===== src/rtl/core/sac_ram.sv =====
// generic simple dual-port ram, one write and one registered read port
// no dependencies
`default_nettype none

module sac_ram #(
  parameter int Width = 8,
  parameter int Depth = 16,
  localparam int AddrW = (Depth > 1) ? $clog2(Depth) : 1
) (
  input  wire logic             clk_i,
  input  wire logic             we_i,
  input  wire logic [AddrW-1:0] waddr_i,
  input  wire logic [Width-1:0] wdata_i,
  input  wire logic             re_i,
  input  wire logic [AddrW-1:0] raddr_i,
  output logic      [Width-1:0] rdata_o
);

  logic [Width-1:0] mem_q [Depth];
  logic [Width-1:0] rdata_q;

  always_ff @(posedge clk_i) begin
    if (we_i) begin
      mem_q[waddr_i] <= wdata_i;
    end
    if (re_i) begin
      rdata_q <= mem_q[raddr_i];
    end
  end

  assign rdata_o = rdata_q;

endmodule

`default_nettype wire


===== config.mk =====
export PLATFORM = sky130hd
export DESIGN_NAME = sac_ram
export DESIGN_NICKNAME = d
export VERILOG_FILES = /design/src/rtl/core/sac_ram.sv
export SDC_FILE = /design/constraint.sdc
export NUM_CORES = 1
export LEC_CHECK = 0
export ABC_AREA = 1
export ABC_CLOCK_PERIOD_IN_PS = 1300
export CORE_ASPECT_RATIO = 1.25
export CORE_MARGIN = 3
export CORE_UTILIZATION = 30
export CTS_BUF_LIST = sky130_fd_sc_hd__clkbuf_8
export DETAILED_ROUTE_END_ITERATION = 10
export DONT_BUFFER_PORTS = 1
export GPL_TIMING_DRIVEN = 1
export SKIP_LAST_GASP = 1
export SYNTH_ARGS = -nofsm -noshare
export SYNTH_HDL_FRONTEND = slang
export SYNTH_SLANG_ARGS = --single-unit

===== constraint.sdc =====
create_clock -name clk_i -period 1.3 [get_ports clk_i]
set_input_delay 0.13 -clock clk_i [delete_from_list [all_inputs] [get_ports clk_i]]
set_output_delay 0.13 -clock clk_i [all_outputs]
set_load 0.005 [all_outputs]

Word level (Yosys, flattened, before mapping)

Memory sizes are Yosys's and may differ from the RTL's. A register that Yosys moved wholly into a read port is not among the register bits.
Index checks and enable logic that the tools add are counted.

Bits in registers: 0
Bits in writable memories: 128
Bits of input ports: 19
Output and inout bits: 8
Logic and storage cells: 3
Memories: 1

Multiplexer cells: 2

Memories:

| name  | depth | bits a word | rd ports | clocked after memory_dff | write ports | RTL line | text |
|---|---|---|---|---|---|---|---|
| mem_q | 16    | 8           | 1        | 1                        | 1           | 19       | `logic [Width-1:0] mem_q [Depth];` |

Operator list:

| kind   | number |
|---|---|
| $mux 1 | 2 |

Logic depth before layout (Yosys ltp)

Gate-level depths: netlist of run 1.

Depth in word-level cells: 2
Mapped depth: 8
Gate-level depth less buffers: 7

Worst setup path before layout of run 1

Ideal clock, no wire load.

Path type: input -> register
Start point: in waddr_i[2]
End point: mem mem_q[10][0], enable pin
Library setup time: 370 ps
Arrival time: 711 ps
Data required time: 930 ps
Path slack: 219 ps
Stages: 2
Buffers on the path: 0
Cell sequence: nand3b_1 nor2_1

RTL lines:

| element            | RTL line | text |
|---|---|---|
| start: declaration | 12       | `input wire logic [AddrW-1:0] waddr_i,` |
| end: declaration   | 19       |  |

Straight into the memory's write port.

==> summary.md, run 1 <==
| Metric | Value |
|---|---|
| PwrDens | `approximately 1300 nW/µm²` |
| Simple-Gate Fraction of Synth Area | `20.8%` |
| Number of buffers created by CTS | `17` |
| Top post-synthesis cells by count | `173 x nand2_1, 136 x edfxtp_1, 100 x inv_1` |
| CP Data Arrival Time | `1330 ps` |
| Sw frac | `21.8%` |
| Wirelength per Cell | `about 17 µm` |
| Max FO, Critical Path | `1` |
| H-tree Lvls | `4` |
| Met2 GRT Util | `between 20% and 30%` |
| # IOs | `27` |
| Cell at the slowest stage of the critical path | `edfxtp_1` |
| Starting Density | `between 30% and 40%` |
| Grt total ovfl | `0` |
| CP Capture Type | `register` |
| Final nets | `approximately 600` |
| Routed wire length | `around 14000 µm` |
| Max-cap violations | `0` |
| Largest net degree at the start of global routing | `66` |
| Primary FF master, synth | `edfxtp_1` |
| Post-synthesis sequential area ratio | `between 60 and 70%` |
| Met3 Usage GRT | `about 4.3%` |
| Setup_tns | `0 ps` |
| Unrepaired setup endpoints after global routing | `false` |
| Adder-Cell Fraction of Synth Area | `0%` |
| Overall Power | `8.33 mW` |
| Synth area leader | `edfxtp_1` |
| Psw | `between 1.5 and 2 mW` |
| DRT antenna net count | `0` |
| Worst Max-Slew Pin Slew | `approximately 820 ps` |
| Die Area | `about 21000 µm²` |
| Vias in the first global route | `between 3000 and 4000` |
| Ant diodes | `0` |
| Initial antenna violation count | `1` |
| Kind of start point of the critical path | `register` |
| Layout area overhead | `12.5%` |
| P_leak | `around 2.8 nW` |
| Total Routing Usage GR | `a little over an eighth` |
| Core Rows | `56` |
| Clk root buf | `clkbuf_8` |
| Hpwl dp | `between 8000 and 9000 µm` |
| Slew margin rel. | `between 40% and 50%` |
| Syn_area_per_cell | `10.6 µm²` |
| Yosys reg bits | `about 140` |
| Grt met1 use | `around 16%` |
| Mux cell area share after synthesis | `0%` |
| Synth Instances | `around 550` |
| Synth area leaders | `edfxtp_1 70%, nand2_1 11%, nand3_1 8.3%` |
| Crit Path Category | `register to register` |
| Post-Syn Area | `~5800 µm²` |
| Clk Latency, worst-skew pair | `~430 ps` |
| IO buf count | `0` |
| Sequential Power Share | `59.9%` |
| Logic gate share of total power | `6.2%` |
| Largest family of logic cells by synthesized area | `simple AND/OR/NAND/NOR gates` |
| Most common cell in the netlist | `nand2_1` |
| Clock share of power | `~34%` |
| Routed vias | `roughly 3700` |
| Crit-path cells | `inv_1 > nand2_1 > nand3_1 > nand3_1 > nand3_1 > nand2_1` |
| WHS | `26.9 ps` |
| DRT Pass-1 Iters | `5` |
| Maximum clock frequency | `0.865 GHz` |
| Final min period | `1160 ps` |
| Reg area | `4080 µm²` |
| Layout cells sized above 1 | `under 10%` |
| Max VDD drop | `between 0.6 and 0.7 mV` |
| Yosys warns | `0` |
| Initial DRC count | `around 220` |
| Netlist cell types | `11` |
| DR DRC count | `0` |
| Gr busiest metal | `met2` |
| Req. time, crit path | `around 1500 ps` |
| Post-synth net total | `570` |
| Yosys top cell area share | `69.8%` |
| CTS tree | `built` |
| FILL cells | `~1900` |
| Fin crit share | `88.9%` |
| Slowest stage delay, CP | `roughly 360 ps` |
| Top cell by count, worst path | `nand3_1` |
| Via density | `about 4.5` |
| Clock tree sinks | `about 140` |
| Clock Path Buffers | `2` |
| Width of the die | `roughly 130 µm` |
| Synth Area in XOR/XNOR | `0%` |
| Slew Viols, Final | `0` |
| DIE HEIGHT | `162 µm` |
| Post-synthesis compound-gate area fraction | `0%` |
| Core area | `~19000 µm²` |
| CP bufs+invs | `1` |
| Fin. Hold Viols | `0` |
| Fin Clk Skew | `14.1 ps` |
| # setup viols final | `0` |
| Clock input transition at the sequential cells of the worst setup and hold paths | `70 ps` |
| CP delay by family, top | `simple AND/OR/NAND/NOR gates` |
| Hold crit path type | `primary input to register` |
| Async S/R FF share, synth | `0%` |
| Status | `finished, final reports clean` |
| RePlAce Congestion | `~0.84` |
| EDFF count, synth | `around 140` |
| Global-route wire length before repair | `approximately 21000 µm` |
| Multi-input logic area | `approximately 1200 µm²` |
| Int Power | `around 6.5 mW` |
per-layer routing:
metal  vias up  routed length, µm
li1       1826                  -
met1      1723               5290
met2       123               6950
met3        23               1070
met4         2                313
met5         -                  7
state kept, by name, summed over array words and instances, names as in the netlist:
register / flops
rdata_o: 8
mem_q: 128
kinds of logic (layout without fill, tap and decap cells):
group,Yosys count,count (layout)
and+or+nand+nor,289,289
DFF,136,136
buffers and inverters,126,161
final timing paths:
check / start / endpoint / slack, ps / cells past startpoint
worst max-delay path: mem_q[7][0]$_DFFE_PP_ / rdata_o[0]$_DFFE_PP_ / 140 / 6
worst min register to register: mem_q[13][3]$_DFFE_PP_ / rdata_o[3]$_DFFE_PP_ / 770 / 6
worst max register to register: mem_q[7][0]$_DFFE_PP_ / rdata_o[0]$_DFFE_PP_ / 140 / 6
worst min-delay path: raddr_i[2] / rdata_o[5]$_DFFE_PP_ / 30 / 3
per-stage QoR:
stage / setup slack, ps / std cells / cell area [µm²] / utilization, %
4_1_cts: 149 / 818 / 6580 / 34.8
3_5_place_dp: 55.0 / 779 / 6160 / 32.6
6_report: 145 / 818 / 6580 / 34.8
3_3_place_gp: 59.1 / 779 / 6160 / 32.6
5_1_grt: 57.9 / 818 / 6580 / 34.8
2_1_floorplan: 219 / 551 / 5850 / -
cells in the final DEF (no fill, tap or decap):
| cell | n |
|---|---|
| nand3b_1 | 2 |
| dlygate4sd3_1 | 11 |
| bufinv_16 | 1 |
| clkinv_1 | 4 |
| buf_12 | 3 |
| nand2_1 | 173 |
| edfxtp_1 | 136 |
| inv_1 | 104 |
| clkinvlp_4 | 1 |
| inv_2 | 2 |
| nor2_1 | 17 |
| clkbuf_8 | 17 |
| clkinv_2 | 1 |
| buf_4 | 17 |
| nand3_1 | 97 |
worst reg2reg max path, delay by kind of cell (launching register included):
kind	cells	cell delay, ps
DFF	1	360
and+or+nand+nor	5	480
buffers and inverters	1	60
layout make-up:
cell class / count / share of cell area, %
clock buffer: 17 / 3.56
clock inverter: 11 / 1.10
inverter: 102 / 5.82
multi-input combinational: 289 / 18.5
sequential: 136 / 62.1
tap: 232 / 4.41
timing repair buffer: 31 / 4.53
power by group through the flow:
stage	registers (mW)	logic (mW)	clock network, mW
after floorplan	5.06	0.346	0
after CTS	4.98	0.521	2.89
after global placement	5.08	0.405	0
after global routing	4.99	0.575	3.09
after detailed placement	5.08	0.406	0
final	4.99	0.513	2.83
what timing repair did:
item	4_1_cts	5_1_grt
endpoints found under the hold margin	144	0
resized for setup	0	0
hold buffers	11	0
setup buffers	0	0
Note: power is estimated with default switching activity, not from simulation.
==> inputs of run 2 (changes only) <==
--- a/config.mk
+++ b/config.mk
@@ -9,11 +9,12 @@
 export ABC_CLOCK_PERIOD_IN_PS = 1300
 export CORE_ASPECT_RATIO = 1.25
 export CORE_MARGIN = 3
-export CORE_UTILIZATION = 30
+export CORE_UTILIZATION = 28
 export CTS_BUF_LIST = sky130_fd_sc_hd__clkbuf_8
 export DETAILED_ROUTE_END_ITERATION = 10
 export DONT_BUFFER_PORTS = 1
 export GPL_TIMING_DRIVEN = 1
+export SKIP_CTS_REPAIR_TIMING = 1
 export SKIP_LAST_GASP = 1
 export SYNTH_ARGS = -nofsm -noshare
 export SYNTH_HDL_FRONTEND = slang
==> constraint.sdc (replaced) <==
create_clock -name clk_i -period 1.3 [get_ports clk_i]
set_input_delay 0.065 -clock clk_i [delete_from_list [all_inputs] [get_ports clk_i]]
set_output_delay 0.065 -clock clk_i [all_outputs]
set_load 0.005 [all_outputs]
==> summary.md, run 2 (synthesis results as in run 1) <==
| Metric | Value |
|---|---|
| Max VDD drop | `0.656 mV` |
| Width of the die | `between 100 and 150 µm` |
| Number of buffers created by CTS | `17` |
| Hold crit path type | `primary input to register` |
| WHS | `-25.7 ps` |
| RePlAce Congestion | `0.754` |
| CP Data Arrival Time | `~1400 ps` |
| Top cell by count, worst path | `nand3_1` |
| Ant diodes | `0` |
| FILL cells | `just over 2000` |
| Final nets | `about 600` |
| Setup_tns | `0 ps` |
| Status | `complete, but fails checks` |
| Die Area | `between 20000 and 25000 µm²` |
| Hpwl dp | `just over 8000 µm` |
| PwrDens | `around 1300 nW/µm²` |
| Final min period | `about 1200 ps` |
| Multi-input logic area | `1210 µm²` |
| Vias in the first global route | `around 3500` |
| Max FO, Critical Path | `13` |
| CTS tree | `built` |
| Clock Path Buffers | `2` |
| Clock tree sinks | `about 140` |
| Maximum clock frequency | `~0.84 GHz` |
| Largest register FFs | `128` |
| Post-route insts no fill | `862` |
| DRT Pass-1 Iters | `4` |
| Place WS | `111 ps` |
| # setup viols final | `0` |
| Global-route wire length before repair | `roughly 20000 µm` |
| Starting Density | `around 29%` |
| Failing checks | `negative hold slack` |
| Kind of start point of the critical path | `primary input` |
| Layout area overhead | `14.9%` |
| Cell at the slowest stage of the critical path | `dlygate4sd3_1` |
| Clk root buf | `clkbuf_8` |
| H-tree Lvls | `4` |
| Via density | `roughly 4.2` |
| Clock input transition at the sequential cells of the worst setup and hold paths | `about 70 ps` |
| Commonest non-fill, non-tap cells in the layout | `173 x nand2_1, 136 x edfxtp_1, 101 x inv_1, 97 x nand3_1, 19 x buf_4` |
| Slew Viols, Final | `0` |
| Top reg by flops | `mem_q` |
| Layout cells sized above 1 | `between 8 and 9%` |
| Final setup margin | `103 ps` |
| DIE HEIGHT | `roughly 170 µm` |
| # IOs | `27` |
| Routed vias | `approximately 3600` |
| Largest net degree at the start of global routing | `66` |
| Fin. Hold Viols | `3` |
| Placed cell count | `around 820` |
| Initial DRC count | `341` |
| Reg area | `approximately 4100 µm²` |
| Routed wire length | `roughly 13000 µm` |
| Slew margin rel. | `between 50% and 60%` |
| Worst Max-Slew Pin Slew | `about 680 ps` |
| Unrepaired setup endpoints after global routing | `false` |
| Req. time, crit path | `~1500 ps` |
| Fin crit share | `between 90% and 100%` |
| Core Rows | `58` |
| DR DRC count | `0` |
| Slowest stage delay, CP | `around 950 ps` |
| Crit Path Category | `primary input to register` |
| Total Routing Usage GR | `11.9%` |
| IO buf count | `0` |
| Max-cap violations | `0` |
| Initial antenna violation count | `0` |
| CP Capture Type | `register` |
| Commonest non-fill, non-tap cell in the layout | `nand2_1` |
| Layout Utilization | `between 30% and 40%` |
| Wirelength per Cell | `15.2 µm` |
| Core area | `about 20000 µm²` |
| Crit-path cells | `dlygate4sd3_1 > nand3_1 > nand3_1 > nand2_1` |
| Fin Clk Skew | `4.72 ps` |
| DRT antenna net count | `0` |
| P_leak | `around 2.8 nW` |
| Grt total ovfl | `0` |
| Clk Latency, worst-skew pair | `roughly 440 ps` |
-- run 2: cell count changes in the layout (fill, tap and decap cells not counted), sizes merged --
cell / before / now
clkinvlp: 1 / 4
buf: 20 / 21
clkinv: 5 / 6
dlygate4sd3: 11 / 12
bufinv: 1 / 3
inv: 106 / 104
-- run 2: layout make-up --
cell class / count / share of cell area [%]
Sequential cell: 136 / 60.8
Multi-Input combinational cell: 289 / 18.1
Inverter: 102 / 5.70
Tap cell: 270 / 5.03
Timing Repair Buffer: 33 / 4.51
Clock buffer: 17 / 3.48
Clock inverter: 15 / 2.38
-- run 2: metrics by stage --
| step | hold WS [ps] | total power [mW] | cell area [µm²] |
|---|---|---|---|
| global route | 3.82 | 9.32 | 6720 |
| detailed placement | 165 | 5.47 | 6200 |
| floorplan | 164 | 5.40 | 5850 |
| CTS | -306 | 8.93 | 6600 |
| finish | -25.7 | 8.96 | 6720 |
| global placement | 165 | 5.47 | 6200 |
-- run 2: critical path, delay by kind of cell --
family        cells  cell delay, ps
buf+inv           1             950
simple gates      3             370
-- run 2: power breakdown --
| part | leakage (nW) | switching (mW) | internal [mW] | total [mW] |
|---|---|---|---|---|
| clock | 0.194 | 1.61 | 1.86 | 3.48 |
| combinational | 1.36 | 0.334 | 0.168 | 0.502 |
| sequential | 1.24 | 0.0400 | 4.94 | 4.98 |
-- run 2: path summary, 6_finish.rpt --
check / from / to / slack, ps / cells past startpoint
setup / recovery: raddr_i[2] / rdata_o[1]$_DFFE_PP_ / 100 / 4
hold / removal: raddr_i[1] / rdata_o[6]$_DFFE_PP_ / -30 / 4
setup reg to reg: mem_q[6][4]$_DFFE_PP_ / rdata_o[4]$_DFFE_PP_ / 180 / 6
hold reg to reg: mem_q[12][2]$_DFFE_PP_ / rdata_o[2]$_DFFE_PP_ / 740 / 6
-- run 2: routing by layer --
layer  share of wire, %  track usage, %
met1                 44            15.5
met2                 48            19.2
met3                6.2            3.58
met4                1.5            3.73
met5                  0               0
