**src/rtl/core/sac_pkg.sv**
```systemverilog
// shared types and constants of the set-associative lru tag store
// no dependencies
`default_nettype none

package sac_pkg;

  // defaults of the top level parameters
  localparam int MaxSetBitsDef = 6;
  localparam int MaxWaysDef    = 8;

  // payload widths
  localparam int AddrW = 64;
  localparam int TagW  = 64;

  // configuration port
  localparam int CfgAddrW     = 2;
  localparam int CfgDataW     = 6;
  localparam int CfgSetBitsW  = 3;
  localparam int CfgOffBitsW  = 6;
  localparam int CfgWaysW     = 4;

  localparam logic [CfgSetBitsW-1:0] SetBitsRst = 3'd4;
  localparam logic [CfgOffBitsW-1:0] OffBitsRst = 6'd4;
  localparam logic [CfgWaysW-1:0]    WaysRst    = 4'd1;

  typedef enum logic [CfgAddrW-1:0] {
    CFG_SET_BITS    = 2'd0,
    CFG_OFFSET_BITS = 2'd1,
    CFG_WAYS_IN_USE = 2'd2
  } cfg_idx_e;

  typedef enum logic [1:0] {
    ST_CLEAR,
    ST_IDLE,
    ST_LOOKUP
  } state_e;

  // outcome of one set lookup
  typedef struct packed {
    logic hit;
    logic evict;
    logic tag_we;
  } lookup_res_t;

endpackage

`default_nettype wire

```
**src/rtl/core/sac_lookup.sv**
```systemverilog
// tag compare, victim choice and recency update for one set row
// depends on sac_pkg
`default_nettype none

module sac_lookup #(
  parameter int MaxWays = 8,
  parameter int NwW     = 5,
  localparam int RecW   = (MaxWays > 1) ? $clog2(MaxWays) : 1,
  localparam int WayW   = (MaxWays > 1) ? $clog2(MaxWays) : 1
) (
  input  wire logic [MaxWays-1:0]                       valid_i,
  input  wire logic [MaxWays-1:0][RecW-1:0]             rec_i,
  input  wire logic [MaxWays-1:0][sac_pkg::TagW-1:0]    tag_i,
  input  wire logic [sac_pkg::TagW-1:0]                 req_tag_i,
  input  wire logic [NwW-1:0]                           nways_i,
  output logic      [MaxWays-1:0]                       valid_o,
  output logic      [MaxWays-1:0][RecW-1:0]             rec_o,
  output logic      [MaxWays-1:0][sac_pkg::TagW-1:0]    tag_o,
  output sac_pkg::lookup_res_t                          res_o
);
  import sac_pkg::*;

  logic [MaxWays-1:0] in_use;
  logic [MaxWays-1:0] match;
  logic [MaxWays-1:0] free;
  logic               hit;
  logic               have_free;
  logic               fill;
  logic [WayW-1:0]    hit_way;
  logic [WayW-1:0]    free_way;
  logic [WayW-1:0]    victim;
  logic [WayW-1:0]    sel_way;
  logic [RecW-1:0]    old_rank;
  logic [NwW-1:0]     count;

  always_comb begin
    for (int i = 0; i < MaxWays; i++) begin
      in_use[i] = NwW'(i) < nways_i;
      match[i]  = in_use[i] && valid_i[i] && (tag_i[i] == req_tag_i);
      free[i]   = in_use[i] && !valid_i[i];
    end
    hit       = |match;
    have_free = |free;

    // lowest matching and lowest free way
    hit_way  = '0;
    free_way = '0;
    for (int i = MaxWays - 1; i >= 0; i--) begin
      if (match[i]) begin
        hit_way = WayW'(i);
      end
      if (free[i]) begin
        free_way = WayW'(i);
      end
    end

    // lowest rank wins, ties go to the lowest way
    victim = '0;
    for (int i = 1; i < MaxWays; i++) begin
      if (in_use[i] && (rec_i[i] < rec_i[victim])) begin
        victim = WayW'(i);
      end
    end

    fill = !hit && have_free;
    priority if (hit) begin
      sel_way = hit_way;
    end else if (have_free) begin
      sel_way = free_way;
    end else begin
      sel_way = victim;
    end

    valid_o = valid_i;
    if (fill) begin
      valid_o[sel_way] = 1'b1;
    end

    count = '0;
    for (int i = 0; i < MaxWays; i++) begin
      count = count + NwW'(valid_o[i] & in_use[i]);
    end

    old_rank = rec_i[sel_way];
    rec_o    = rec_i;
    for (int i = 0; i < MaxWays; i++) begin
      if (!fill && in_use[i] && valid_i[i] && (WayW'(i) != sel_way) &&
          (rec_i[i] > old_rank)) begin
        rec_o[i] = rec_i[i] - RecW'(1);
      end
    end
    rec_o[sel_way] = RecW'(count - NwW'(1));

    tag_o          = tag_i;
    tag_o[sel_way] = req_tag_i;

    res_o.hit    = hit;
    res_o.evict  = !hit && !have_free;
    res_o.tag_we = !hit;
  end

endmodule

`default_nettype wire
```
**config.mk**
```make
export PLATFORM = sky130hd
export DESIGN_NAME = sac_lookup
export DESIGN_NICKNAME = d
export VERILOG_FILES = /design/src/rtl/core/sac_pkg.sv /design/src/rtl/core/sac_lookup.sv
export SDC_FILE = /design/constraint.sdc
export NUM_CORES = 1
export LEC_CHECK = 0
export BUFFER_PORTS_ARGS = -buffer_cell sky130_fd_sc_hd__clkbuf_2
export CELL_PAD_IN_SITES_DETAIL_PLACEMENT = 0
export CELL_PAD_IN_SITES_GLOBAL_PLACEMENT = 2
export CORE_AREA = 4 4 447 449
export DETAILED_ROUTE_END_ITERATION = 7
export DIE_AREA = 0 0 451 453
export PLACE_DENSITY = 0.46
export SLEW_MARGIN = 20
export SYNTH_ARGS = -nofsm -noshare
export SYNTH_HDL_FRONTEND = slang
export SYNTH_SLANG_ARGS = --single-unit
```
**constraint.sdc**
```tcl
create_clock -name vclk -period 57.8
set_input_delay 11.56 -clock vclk [all_inputs]
set_output_delay 11.56 -clock vclk [all_outputs]
set_load 0.01 [all_outputs]
```
==> After elaboration in Yosys (flattened, before gate mapping) <==
Index checks and enable logic that the tools add are counted.
{ "totals": {"input_bits": 613, "register_bits": 0, "out_inout_bits": 547, "word_cells": 207} }
{ "classes": {"order_cmp": 31, "muxes": 56, "n_eq_ne": 15, "n_bitwise": 9, "reduce_logical": 80, "n_addsub": 16} }
{ "op_table": {"columns": ["cell", "count"], "rows": [
  ["512-bit bitwise mux", 1],
  ["64-bit == test", 8],
  ["64-bit demux with 3-bit select", 1],
  ["3-bit 2-to-1 mux", 40],
  ["1-bit logical AND", 66],
  ["64-bit 2-to-1 mux", 1],
  ["3-bit binary-select mux with 3-bit select", 7],
  ["3-bit by 4-bit < comparator with 1-bit output, second input constant", 7],
  ["3-bit by 1-bit subtractor with 3-bit output, second input constant", 9],
  ["24-bit bitwise mux", 1],
  ["3-bit > comparator", 8],
  ["3-bit < comparator", 7],
  ["3-bit by 5-bit < comparator with 1-bit output, first input constant", 4],
  ["8-bit OR reduction", 2],
  ["3-bit by 1-bit adder with 3-bit output", 5],
  ["3-bit != test, first input constant", 4],
  ["1-bit zero test", 11],
  ["1-bit by 5-bit < comparator with 1-bit output, first input constant", 2],
  ["2-bit by 5-bit < comparator with 1-bit output, first input constant", 2],
  ["3-bit demux with 3-bit select", 1],
  ["1-bit bitwise AND", 8],
  ["8-bit 2-to-1 mux", 1],
  ["8-bit OR", 1],
  ["2-bit by 3-bit != test with 1-bit output, first input constant", 2],
  ["7 further kinds", 8]
]} }

==> Longest topological paths before layout <==
Gate-level depths: netlist (run 1).
{ "depth": {"ltp_word": 51, "mapped_depth": 72, "mapped_depth_nobuf": 70} }

==> Worst setup path before layout (run 1) <==
No wires, ideal clock.
{ "synth_timing": {"path_type": "input -> output", "from": "input nways_i[3]", "to": "output rec_o[13] in the netlist's numbering", "setup_slack_ns": 20.829, "stages": 64, "n_path_buf": 3, "required_ns": 46.240, "arrival_time_ns": 25.411, "path_cell_list": "buf_2 -> or4_1 -> buf_2 -> o211a_1 -> a21oi_1 -> ha_1 -> a2111oi_2 -> a21oi_1 -> or2_2 -> nand2_1 -> ha_1 -> o21a_1 -> or3_1 -> o41ai_1 -> o21ai_1 -> mux2i_1 -> a21o_1 -> ha_1 -> (+28 left out) -> a21oi_1 -> ha_1 -> a21oi_1 -> nand2_1 -> or4b_1 -> o311ai_4 -> and2_1 -> a21o_1 -> o21ai_0 -> ha_1 -> inv_1 -> fa_1 -> fa_1 -> inv_1 -> fa_1 -> inv_1 -> fa_1 -> mux2_2"} }
{ "synth_rtl": {"columns": ["element", "line", "source"], "rows": [
  ["from (decl)", "sac_lookup.sv:15", "input wire logic [NwW-1:0] nways_i,"],
  ["to (decl)", "sac_lookup.sv:17", "output logic [MaxWays-1:0][RecW-1:0] rec_o,"]
]} }

==> impl_metrics.xml, run 1 <==
<?xml version="1.0" encoding="UTF-8"?>
<metrics>
  <group name="cts">
    <metric name="quantity_of_gates_resized_following_cts" unit="">0</metric>
    <metric name="postCtsHoldBufs" unit="">0</metric>
    <metric name="postCtsSetupBuffers" unit="">0</metric>
  </group>
  <group name="layout">
    <metric name="count_of_clock_net_buffers_in_the_final_layout" unit="">0</metric>
    <metric name="post_route_cells_drive_above_1_share" unit="%">55.93</metric>
    <metric name="finish.net_count" unit="">3796</metric>
    <metric name="design.seq.count" unit="">0</metric>
    <metric name="final_design_area_no_fill" unit="mm2">0.02624</metric>
    <metric name="syn_to_final_growth" unit="%">53.36</metric>
    <metric name="area.sequential" unit="um2">0</metric>
    <metric name="num-fill-cells" unit="">23085</metric>
    <metric name="finish.cell_count_without_fillers" unit="">5811</metric>
  </group>
  <group name="floorplan">
    <metric name="die_h" unit="um">453</metric>
    <metric name="die_width" unit="um">451</metric>
    <metric name="start_util" unit="%">8.722</metric>
    <metric name="design.die.area" unit="mm2">0.2043</metric>
    <metric name="floorplan.io_pins" unit="">1160</metric>
    <metric name="fp-row-count" unit="">163</metric>
    <metric name="core_area" unit="mm2">0.1962</metric>
  </group>
  <group name="place">
    <metric name="place.detailed.instances" unit="">5769</metric>
    <metric name="globalplace.congestion" unit="">0.8934</metric>
    <metric name="dpl-instance-area" unit="mm2">0.02607</metric>
    <metric name="detailed_place_hpwl" unit="um">211300</metric>
    <metric name="buffer_ports.inserted" unit="">1160</metric>
    <metric name="post-place-ws" unit="ns">17.12</metric>
  </group>
  <group name="timing">
    <metric name="slew_headroom" unit="%">12.17</metric>
    <metric name="grt_setup_unrepaired" unit="">false</metric>
    <metric name="setup-tns-final" unit="ns">0</metric>
    <metric name="report.final.setup_viol" unit="">0</metric>
    <metric name="slew_violations" unit="">0</metric>
    <metric name="final_critical_path_setup_slack" unit="ns">17.55</metric>
    <metric name="hold_viol" unit="">0</metric>
    <metric name="min_period_over_period" unit="%">69.64</metric>
    <metric name="worst_margin_slew" unit="ns">1.308</metric>
    <metric name="max_freq" unit="MHz">24.84</metric>
    <metric name="layout_min_cycle_time" unit="ns">40.25</metric>
  </group>
  <group name="global_routing">
    <metric name="grt_max_degree" unit="">63</metric>
    <metric name="grt_usage" unit="%">22.77</metric>
    <metric name="antenna_found_initial" unit="">97</metric>
    <metric name="grt_pass1_vias" unit="">23459</metric>
    <metric name="grt_overflow" unit="">0</metric>
    <metric name="grt_first_pass_wirelength" unit="um">297000</metric>
  </group>
  <group name="synth">
    <metric name="synthMuxAreaShare" unit="%">37.15</metric>
    <metric name="yosys.area_share.simple" unit="%">17.99</metric>
    <metric name="syn_nets" unit="">2742</metric>
    <metric name="post_synth_instance_area" unit="mm2">0.01711</metric>
    <metric name="synth_compound_gate_area_share" unit="%">6.961</metric>
    <metric name="syn_avg_cell_area" unit="um2">8.239</metric>
    <metric name="synth_xor_xnor_area_share" unit="%">27.43</metric>
    <metric name="synth_cell_types" unit="">78</metric>
    <metric name="synth-warning-count" unit="">0</metric>
    <metric name="synth_sequential_area_ratio" unit="%">0</metric>
    <metric name="post_synth_fa_ha_maj_area_fraction" unit="%">3.978</metric>
    <metric name="synth_top_family_by_area" unit="">multiplexers</metric>
    <metric name="cells_after_synthesis" unit="">2077</metric>
  </group>
  <group name="worst_setup_path">
    <metric name="timing.setup.critical_path_class" unit="">in2out</metric>
    <metric name="crit_path_end_kind" unit="">output pin</metric>
    <metric name="worstPathMaxFanout" unit="">11</metric>
    <metric name="timing.critical_path.slowest_cell_delay" unit="ns">0.68</metric>
    <metric name="crit_arrival" unit="ns">28.69</metric>
    <metric name="worst_ep_required" unit="ns">46.24</metric>
    <metric name="crit_slowest_cell" unit="">sky130_fd_sc_hd__fa_1</metric>
    <metric name="crit_path_start_kind" unit="">input port</metric>
  </group>
  <group name="detailed_routing">
    <metric name="post_drt_via_cell_ratio" unit="">4.036</metric>
    <metric name="drtIter0Drc" unit="">2049</metric>
    <metric name="drt-pass1-iter-count" unit="">5</metric>
    <metric name="ant_nets" unit="">0</metric>
    <metric name="avgRoutedWirePerCell" unit="um">42.46</metric>
    <metric name="vias" unit="">23454</metric>
    <metric name="drc" unit="">0</metric>
    <metric name="detail_route.wirelength" unit="um">246800</metric>
  </group>
  <group name="outcome">
    <metric name="outcome" unit="">finished, final reports clean</metric>
  </group>
  <group name="job">
    <metric name="max_cap_violations" unit="">0</metric>
  </group>
  <group name="hold_path">
    <metric name="hold_path_class" unit="">in2out</metric>
  </group>
</metrics>
-- final cells by class --
| type | instances | area, um2 | area share, % |
|---|---|---|---|
| tap | 2640 | 3303 | 12.59 |
| inverter | 42 | 157.7 | 0.6008 |
| timing repair buffer | 1251 | 6489 | 24.73 |
| multi-input combinational | 1836 | 16190 | 61.68 |
| antenna | 42 | 105.1 | 0.4005 |
-- synthesized netlist by cell type, drive strengths merged, types with 28 or more instances --
master  count  share of area, %
nand2      93               2.1
clkbuf    131               2.9
inv        42              0.92
a21oi      33              0.97
o21ai      34               1.0
nor4       95               3.5
ha         48               3.5
buf        68               2.7
xnor2     398                20
nand4     164               6.0
mux2i      28               1.6
nor2       55               1.3
xor2      138               7.1
mux2      521                36
-- cells in the final DEF, fill, tap and decap left out, types with 7 or more instances in the layout --
cell	synthesis	routed
sky130_fd_sc_hd__a21o_1	15	15
sky130_fd_sc_hd__nor4_1	95	89
sky130_fd_sc_hd__nor4b_1	9	8
sky130_fd_sc_hd__xor2_1	138	136
sky130_fd_sc_hd__o21a_1	8	8
sky130_fd_sc_hd__o211ai_1	10	10
sky130_fd_sc_hd__nand2_1	92	90
sky130_fd_sc_hd__nand4_1	164	164
sky130_fd_sc_hd__a21oi_1	33	33
sky130_fd_sc_hd__ha_1	48	48
sky130_fd_sc_hd__clkbuf_2	0	1160
sky130_fd_sc_hd__mux2_2	390	390
sky130_fd_sc_hd__mux2i_1	28	28
sky130_fd_sc_hd__inv_1	42	42
sky130_fd_sc_hd__a211oi_1	7	7
sky130_fd_sc_hd__mux2_1	75	75
sky130_fd_sc_hd__nor2b_1	9	9
sky130_fd_sc_hd__mux2_4	56	56
sky130_fd_sc_hd__nor3_1	21	21
sky130_fd_sc_hd__nor2_1	52	52
sky130_fd_sc_hd__nand4b_1	14	14
sky130_fd_sc_hd__o21ai_0	29	27
sky130_fd_sc_hd__diode_2	0	42
sky130_fd_sc_hd__a31oi_1	7	7
sky130_fd_sc_hd__or4_1	11	11
sky130_fd_sc_hd__xnor2_1	398	392
sky130_fd_sc_hd__buf_4	13	91
sky130_fd_sc_hd__nand3_1	16	16
-- metrics by stage --
| step | hold slack, ns | util [%] |
|---|---|---|
| CTS | 23.47 | 13.29 |
| detailed placement | 23.47 | 13.29 |
| global route | 23.48 | 13.35 |
| floorplan | 23.23 | - |
| finish | 23.47 | 13.38 |
| global placement | 23.47 | 13.28 |
-- worst max-delay path, delay by kind of cell --
family          cells  cell delay (ns)
compound gates     31             7.61
mux                 3             0.61
buf+inv             8             1.11
fa+ha+maj          12             4.43
simple gates       14             3.33
-- per-layer routing --
metal  vias up  track usage, %  routed length [um]
li1       9770               -                   -
met4         2           6.587                8518
met5         -               0                  13
met1     12096           28.45              102400
met2      1335           38.00              115300
met3       251           6.388               20460
-- cell families (layout without fill, tap and decap cells) --
group | Yosys count | count (layout)
multiplexers | 549 | 549
XOR/XNOR | 536 | 536
AND/OR/NAND/NOR | 535 | 535
buffers and inverters | 241 | 1293
AO/OA/AOI/OAI | 164 | 164
adder cells (fa/ha/maj) | 52 | 52
other | 0 | 42
-- worst paths after layout --
check	slack, ns	from	depth (start not counted)	end
setup / recovery	17.55	rec_i[1]	68	rec_o[16]
hold / removal	23.47	tag_i[307]	3	tag_o[307]
==> run 2, diff against run 1 <==
--- a/config.mk
+++ b/config.mk
@@ -5,13 +5,14 @@
 export SDC_FILE = /design/constraint.sdc
 export NUM_CORES = 1
 export LEC_CHECK = 0
+export ABC_AREA = 1
 export BUFFER_PORTS_ARGS = -buffer_cell sky130_fd_sc_hd__clkbuf_2
 export CELL_PAD_IN_SITES_DETAIL_PLACEMENT = 0
 export CELL_PAD_IN_SITES_GLOBAL_PLACEMENT = 2
-export CORE_AREA = 4 4 447 449
+export CORE_AREA = 4 4 444 446
 export DETAILED_ROUTE_END_ITERATION = 7
-export DIE_AREA = 0 0 451 453
-export PLACE_DENSITY = 0.46
+export DIE_AREA = 0 0 448 450
+export PLACE_DENSITY = 0.5
 export SLEW_MARGIN = 20
 export SYNTH_ARGS = -nofsm -noshare
 export SYNTH_HDL_FRONTEND = slang
==> constraint.sdc (replaced) <==
create_clock -name vclk -period 35
set_input_delay 7 -clock vclk [all_inputs]
set_output_delay 7 -clock vclk [all_outputs]
set_load 0.01 [all_outputs]
==> run 2 against run 1 <==
  * The flow now finishes with violations (max-capacitance violations)
  * Via count grew 12%
  * Sequential share of layout area is the same
  * Wire length grew 19%
  * Flip-flop and latch count is the same
  * Non-clock buffer count grew 6
  * Critical path type unchanged
  * Largest cell class unchanged
==> impl_metrics.xml, run 2 <==
<?xml version="1.0" encoding="UTF-8"?>
<metrics>
  <group name="synth">
    <metric name="synth_area_leaders" unit="">sky130_fd_sc_hd__xor2_1 (22%), sky130_fd_sc_hd__nand2_1 (19%), sky130_fd_sc_hd__o21ai_1 (9.8%)</metric>
    <metric name="syn_avg_cell_area" unit="um2">5.349</metric>
    <metric name="cells_after_synthesis" unit="">2832</metric>
    <metric name="synth_top_area_share" unit="%">22.32</metric>
    <metric name="ys_top_cells_by_count" unit="">sky130_fd_sc_hd__nand2_1 (765), sky130_fd_sc_hd__xor2_1 (386), sky130_fd_sc_hd__o21ai_1 (297)</metric>
    <metric name="synth.largest_area_cell" unit="">sky130_fd_sc_hd__xor2_1</metric>
    <metric name="syn_nets" unit="">3497</metric>
    <metric name="post_synth_instance_area" unit="mm2">0.01515</metric>
    <metric name="synth_cell_types" unit="">51</metric>
    <metric name="synth_sequential_area_ratio" unit="%">0</metric>
    <metric name="synth-warning-count" unit="">0</metric>
    <metric name="synthMostInstantiatedCell" unit="">sky130_fd_sc_hd__nand2_1</metric>
  </group>
  <group name="layout">
    <metric name="design.seq.count" unit="">0</metric>
    <metric name="layout.cells.most_common" unit="">sky130_fd_sc_hd__clkbuf_2</metric>
    <metric name="area.sequential" unit="um2">0</metric>
    <metric name="count_of_clock_net_buffers_in_the_final_layout" unit="">0</metric>
    <metric name="multiInputGateArea" unit="mm2">0.01327</metric>
    <metric name="final_design_area_no_fill" unit="mm2">0.02408</metric>
    <metric name="syn_to_final_growth" unit="%">58.95</metric>
    <metric name="post_route_cells_drive_above_1_share" unit="%">34.88</metric>
    <metric name="finish.net_count" unit="">4546</metric>
    <metric name="final_cell_mix" unit="">sky130_fd_sc_hd__clkbuf_2 (1,160), sky130_fd_sc_hd__nand2_1 (765), sky130_fd_sc_hd__xor2_1 (384), sky130_fd_sc_hd__o21ai_1 (297), sky130_fd_sc_hd__o21ai_0 (285)</metric>
    <metric name="num-fill-cells" unit="">23206</metric>
  </group>
  <group name="detailed_routing">
    <metric name="drc" unit="">0</metric>
    <metric name="ant_nets" unit="">0</metric>
    <metric name="avgRoutedWirePerCell" unit="um">45.30</metric>
    <metric name="vias" unit="">26374</metric>
    <metric name="drt-pass1-iter-count" unit="">6</metric>
    <metric name="post_drt_via_cell_ratio" unit="">4.085</metric>
    <metric name="drtIter0Drc" unit="">2540</metric>
    <metric name="detail_route.wirelength" unit="um">292500</metric>
  </group>
  <group name="pwr">
    <metric name="clkPwrFrac" unit="%">0</metric>
    <metric name="cellLeakagePower" unit="nW">12.83</metric>
    <metric name="internal-power" unit="mW">0.1688</metric>
    <metric name="power.share.switching" unit="%">74.12</metric>
    <metric name="power.total" unit="mW">0.6522</metric>
    <metric name="share_seq_of_total_power" unit="%">0</metric>
    <metric name="comb_pwr_share" unit="%">100.0</metric>
    <metric name="power.density_cell_area" unit="mW/mm2">27.09</metric>
    <metric name="vdd.ir_drop.worst" unit="mV">0.01147</metric>
    <metric name="power.net_switching" unit="mW">0.4834</metric>
  </group>
  <group name="timing">
    <metric name="fin_hold_ws" unit="ns">14.33</metric>
    <metric name="min_period_over_period" unit="%">81.12</metric>
    <metric name="worst_margin_slew" unit="ns">1.469</metric>
    <metric name="hold_viol" unit="">0</metric>
    <metric name="setup-tns-final" unit="ns">0</metric>
    <metric name="max_freq" unit="MHz">35.22</metric>
    <metric name="slew_violations" unit="">0</metric>
    <metric name="grt_setup_unrepaired" unit="">false</metric>
    <metric name="layout_min_cycle_time" unit="ns">28.39</metric>
    <metric name="slew_headroom" unit="%">0.6643</metric>
    <metric name="report.final.setup_viol" unit="">0</metric>
  </group>
  <group name="floorplan">
    <metric name="fp-row-count" unit="">161</metric>
    <metric name="die_width" unit="um">448</metric>
    <metric name="start_util" unit="%">7.866</metric>
    <metric name="core_area" unit="mm2">0.1926</metric>
    <metric name="floorplan.io_pins" unit="">1160</metric>
    <metric name="die_h" unit="um">450</metric>
    <metric name="design.die.area" unit="mm2">0.2016</metric>
  </group>
  <group name="global_routing">
    <metric name="grt_max_degree" unit="">73</metric>
    <metric name="grt.met1_usage" unit="%">32.84</metric>
    <metric name="grt_first_pass_wirelength" unit="um">347000</metric>
    <metric name="grt.met2_usage" unit="%">47.43</metric>
    <metric name="grt_overflow" unit="">0</metric>
    <metric name="grt_util_met3" unit="%">6.312</metric>
    <metric name="grt.busiest_layer" unit="">met2</metric>
    <metric name="antenna_found_initial" unit="">123</metric>
    <metric name="grt_pass1_vias" unit="">25548</metric>
    <metric name="grt_usage" unit="%">27.54</metric>
  </group>
  <group name="hold_path">
    <metric name="holdPathStages" unit="">4</metric>
    <metric name="hold_path_class" unit="">in2out</metric>
    <metric name="hp-start" unit="">tag_i[399]</metric>
    <metric name="hold_end" unit="">tag_o[399]</metric>
  </group>
  <group name="worst_setup_path">
    <metric name="worstSetupStartpoint" unit="">rec_i[2]</metric>
    <metric name="worst_path_most_repeated_cell" unit="">sky130_fd_sc_hd__nand2_1</metric>
    <metric name="worst_ep_required" unit="ns">28.00</metric>
    <metric name="crit_slowest_cell" unit="">sky130_fd_sc_hd__nand2_4</metric>
    <metric name="crit_arrival" unit="ns">21.39</metric>
    <metric name="crit_path_start_kind" unit="">input port</metric>
    <metric name="timing.critical_path.slowest_cell_delay" unit="ns">0.78</metric>
    <metric name="crit_path_end_kind" unit="">output pin</metric>
    <metric name="timing.setup.critical_path_class" unit="">in2out</metric>
    <metric name="worstPathMaxFanout" unit="">72</metric>
  </group>
  <group name="outcome">
    <metric name="violations" unit="">max-capacitance violations</metric>
    <metric name="outcome" unit="">finished with violations</metric>
  </group>
  <group name="job">
    <metric name="max_cap_violations" unit="">1</metric>
  </group>
  <group name="cts">
    <metric name="postCtsHoldBufs" unit="">0</metric>
    <metric name="quantity_of_gates_resized_following_cts" unit="">0</metric>
    <metric name="postCtsSetupBuffers" unit="">0</metric>
  </group>
  <group name="place">
    <metric name="detailed_place_hpwl" unit="um">256100</metric>
    <metric name="dpl-instance-area" unit="mm2">0.02395</metric>
    <metric name="globalplace.congestion" unit="">0.9500</metric>
    <metric name="buffer_ports.inserted" unit="">1160</metric>
  </group>
</metrics>
-- run 2: changes by cell type in the layout (fill, tap and decap cells not counted), moves of 132 or more --
cell,change
sky130_fd_sc_hd__inv_1,+210
sky130_fd_sc_hd__xnor2_1,-387
sky130_fd_sc_hd__xor2_1,+248
sky130_fd_sc_hd__nand2_1,+675
sky130_fd_sc_hd__nand4_1,-132
sky130_fd_sc_hd__o21ai_1,+294
sky130_fd_sc_hd__mux2_2,-387
sky130_fd_sc_hd__o21ai_0,+258
-- run 2: worst max path at each step --
| stage | depth (start not counted) | to |
|---|---|---|
| 2_1_floorplan | 66 | rec_o[23] |
| 3_3_place_gp | 64 | rec_o[7] |
| 3_5_place_dp | 65 | rec_o[7] |
| 4_1_cts | 65 | rec_o[7] |
| 5_1_grt | 65 | rec_o[7] |
| 6_report | 64 | rec_o[7] |
-- run 2: critical path, delay by kind of cell --
family	cells	cell delay [ns]
adders and majority gates	12	4.26
AOI/OAI and AO/OA	15	3.93
and+or+nand+nor	28	4.78
buffers and inverters	9	1.36
-- run 2: metrics by stage --
step / setup WS (ns) / utilization [%] / cells
2_1_floorplan: 10.05 / - / 2832
3_3_place_gp: 6.689 / 12.43 / 6405
3_5_place_dp: 6.685 / 12.44 / 6405
4_1_cts: 6.653 / 12.44 / 6405
5_1_grt: 5.574 / 12.48 / 6436
6_report: 6.609 / 12.50 / 6456
-- run 2: layout make-up --
| class | count | share of cell area [%] |
|---|---|---|
| Multi-Input combinational cell | 2360 | 55.10 |
| Timing Repair Buffer | 1257 | 27.14 |
| Tap cell | 2526 | 13.13 |
| Inverter | 262 | 4.105 |
| Antenna cell | 51 | 0.5300 |
-- run 2: per-layer routing --
layer | vias to the layer above | routed length [um]
li1 | 11465 | -
met1 | 13166 | 117200
met2 | 1426 | 140800
met3 | 307 | 20390
met4 | 10 | 13990
met5 | - | 54
-- run 2: power groups by stage --
stage | clock network [mW] | logic [mW] | registers, mW
2_1_floorplan | 0 | 0.275 | 0
3_3_place_gp | 0 | 0.657 | 0
3_5_place_dp | 0 | 0.652 | 0
4_1_cts | 0 | 0.654 | 0
5_1_grt | 0.000000121 | 0.688 | 0
6_report | 0.0000000273 | 0.652 | 0
-- run 2: cells by family after synthesis --
logic type | Yosys count | synth area share [%]
XOR/XNOR | 391 | 22.61
buffers and inverters | 472 | 13.19
AND/OR/NAND/NOR | 1240 | 36.05
adder cells (fa/ha/maj) | 52 | 4.493
multiplexers | 3 | 0.2230
AO/OA/AOI/OAI | 674 | 23.44
Power figures use the tool's default switching activity.
==> run 3, diff against run 2 <==
--- a/config.mk
+++ b/config.mk
@@ -12,7 +12,7 @@
 export CORE_AREA = 4 4 444 446
 export DETAILED_ROUTE_END_ITERATION = 7
 export DIE_AREA = 0 0 448 450
-export PLACE_DENSITY = 0.5
+export PLACE_DENSITY = 0.49
 export SLEW_MARGIN = 20
 export SYNTH_ARGS = -nofsm -noshare
 export SYNTH_HDL_FRONTEND = slang
==> constraint.sdc (replaced) <==
create_clock -name vclk -period 26.6
set_input_delay 5.32 -clock vclk [all_inputs]
set_output_delay 5.32 -clock vclk [all_outputs]
set_load 0.01 [all_outputs]
==> run 3 against run 2 <==
  * Via count is 1.3% lower
  * Sequential share of layout area unchanged
  * Core utilization hardly changed
  * The flow now finishes without violations
  * Wire length shrank 0.86%
  * Non-clock buffer count shrank 4
  * Setup slack worse by 4.8 ns
==> impl_metrics.xml, run 3 (same netlist as run 2, synthesis figures left out) <==
<?xml version="1.0" encoding="UTF-8"?>
<metrics>
  <group name="cts">
    <metric name="postCtsSetupBuffers" unit="">0</metric>
    <metric name="quantity_of_gates_resized_following_cts" unit="">0</metric>
    <metric name="postCtsHoldBufs" unit="">0</metric>
  </group>
  <group name="layout">
    <metric name="area.sequential" unit="um2">0</metric>
    <metric name="finish.cell_count_without_fillers" unit="">6444</metric>
    <metric name="final_design_area_no_fill" unit="mm2">0.02403</metric>
    <metric name="post_route_cells_drive_above_1_share" unit="%">34.71</metric>
    <metric name="finish.net_count" unit="">4542</metric>
    <metric name="syn_to_final_growth" unit="%">58.63</metric>
    <metric name="layout.cells.most_common" unit="">sky130_fd_sc_hd__clkbuf_2</metric>
    <metric name="final_cell_mix" unit="">sky130_fd_sc_hd__clkbuf_2 (1,160), sky130_fd_sc_hd__nand2_1 (765), sky130_fd_sc_hd__xor2_1 (385), sky130_fd_sc_hd__o21ai_1 (297), sky130_fd_sc_hd__o21ai_0 (285)</metric>
    <metric name="design.seq.count" unit="">0</metric>
    <metric name="count_of_clock_net_buffers_in_the_final_layout" unit="">0</metric>
  </group>
  <group name="global_routing">
    <metric name="grt_pass1_vias" unit="">24969</metric>
    <metric name="grt.met1_usage" unit="%">32.32</metric>
    <metric name="grt_overflow" unit="">0</metric>
    <metric name="grt_usage" unit="%">27.32</metric>
    <metric name="grt_util_met3" unit="%">6.767</metric>
    <metric name="grt_first_pass_wirelength" unit="um">344300</metric>
    <metric name="grt_max_degree" unit="">110</metric>
    <metric name="grt.met2_usage" unit="%">47.84</metric>
    <metric name="grt.busiest_layer" unit="">met2</metric>
    <metric name="antenna_found_initial" unit="">134</metric>
  </group>
  <group name="floorplan">
    <metric name="die_h" unit="um">450</metric>
    <metric name="die_width" unit="um">448</metric>
    <metric name="core_area" unit="mm2">0.1926</metric>
    <metric name="start_util" unit="%">7.866</metric>
    <metric name="fp-row-count" unit="">161</metric>
    <metric name="design.die.area" unit="mm2">0.2016</metric>
    <metric name="floorplan.io_pins" unit="">1160</metric>
  </group>
  <group name="job">
    <metric name="max_cap_violations" unit="">0</metric>
  </group>
  <group name="place">
    <metric name="dpl-instance-area" unit="mm2">0.02392</metric>
    <metric name="detailed_place_hpwl" unit="um">253900</metric>
    <metric name="place.detailed.instances" unit="">6401</metric>
    <metric name="buffer_ports.inserted" unit="">1160</metric>
    <metric name="globalplace.congestion" unit="">0.9257</metric>
  </group>
  <group name="outcome">
    <metric name="outcome" unit="">finished, final reports clean</metric>
  </group>
  <group name="timing">
    <metric name="slew_headroom" unit="%">10.93</metric>
    <metric name="slew_violations" unit="">0</metric>
    <metric name="setup-tns-final" unit="ns">0</metric>
    <metric name="worst_margin_slew" unit="ns">1.324</metric>
    <metric name="max_freq" unit="MHz">40.32</metric>
    <metric name="hold_viol" unit="">0</metric>
    <metric name="fin_hold_ws" unit="ns">10.98</metric>
    <metric name="report.final.setup_viol" unit="">0</metric>
    <metric name="grt_setup_unrepaired" unit="">false</metric>
    <metric name="layout_min_cycle_time" unit="ns">24.80</metric>
    <metric name="min_period_over_period" unit="%">93.23</metric>
  </group>
  <group name="worst_setup_path">
    <metric name="timing.critical_path.slowest_cell_delay" unit="ns">0.75</metric>
    <metric name="timing.setup.critical_path_class" unit="">in2out</metric>
    <metric name="crit_slowest_cell" unit="">sky130_fd_sc_hd__a211oi_1</metric>
    <metric name="crit_path_end_kind" unit="">output pin</metric>
    <metric name="worst_ep_required" unit="ns">21.28</metric>
    <metric name="crit_path_start_kind" unit="">input port</metric>
    <metric name="worstPathMaxFanout" unit="">72</metric>
    <metric name="crit_arrival" unit="ns">19.48</metric>
    <metric name="worst_path_most_repeated_cell" unit="">sky130_fd_sc_hd__ha_1</metric>
  </group>
  <group name="detailed_routing">
    <metric name="vias" unit="">26041</metric>
    <metric name="detail_route.wirelength" unit="um">290000</metric>
    <metric name="ant_nets" unit="">0</metric>
    <metric name="drc" unit="">0</metric>
    <metric name="post_drt_via_cell_ratio" unit="">4.041</metric>
    <metric name="drt-pass1-iter-count" unit="">6</metric>
    <metric name="drtIter0Drc" unit="">2362</metric>
    <metric name="avgRoutedWirePerCell" unit="um">45.00</metric>
  </group>
  <group name="hold_path">
    <metric name="hold_end" unit="">tag_o[408]</metric>
    <metric name="holdPathStages" unit="">4</metric>
    <metric name="hold_path_class" unit="">in2out</metric>
    <metric name="hp-start" unit="">tag_i[408]</metric>
  </group>
</metrics>
[run 3: changes by cell type in the layout (fill, tap and decap cells not counted), sizes merged]
cell    change
diode       -8
buf         -4
clkinv      +2
inv         -2
[run 3: worst max-delay path by stage]
stage | slack [ns] | startpoint | endpoint | cells after the start
global route | 0.76 | rec_i[2] | rec_o[1] | 64
floorplan | 5.01 | rec_i[2] | rec_o[23] | 66
detailed placement | 1.77 | rec_i[2] | rec_o[1] | 63
CTS | 1.74 | rec_i[2] | rec_o[1] | 63
global placement | 1.77 | rec_i[2] | rec_o[1] | 65
finish | 1.80 | rec_i[2] | rec_o[1] | 64
[run 3: layer usage]
layer  routed length (um)  vias to the layer above
met1               115700                    12896
li1                     -                    11445
met3                20910                      284
met2               141500                     1398
met4                11780                       18
met5                  117                        -
[run 3: critical path, delay by kind of cell]
| family | cells | cell delay, ns |
|---|---|---|
| compound gates | 17 | 4.38 |
| fa+ha+maj | 12 | 4.36 |
| simple gates | 25 | 3.92 |
| buf+inv | 10 | 1.41 |
[run 3: stage by stage]
step,setup WS [ns],util [%]
after floorplan,5.008,-
final,1.801,12.48
after global routing,0.7612,12.45
after detailed placement,1.765,12.42
after global placement,1.771,12.42
after CTS,1.744,12.42
[run 3: final cells by class]
type	count	area, um2
Fill cell	23136	168600
Antenna cell	43	107.6
Multi-Input combinational cell	2360	13260
Tap cell	2526	3161
Timing Repair Buffer	1253	6516
Inverter	262	988.4
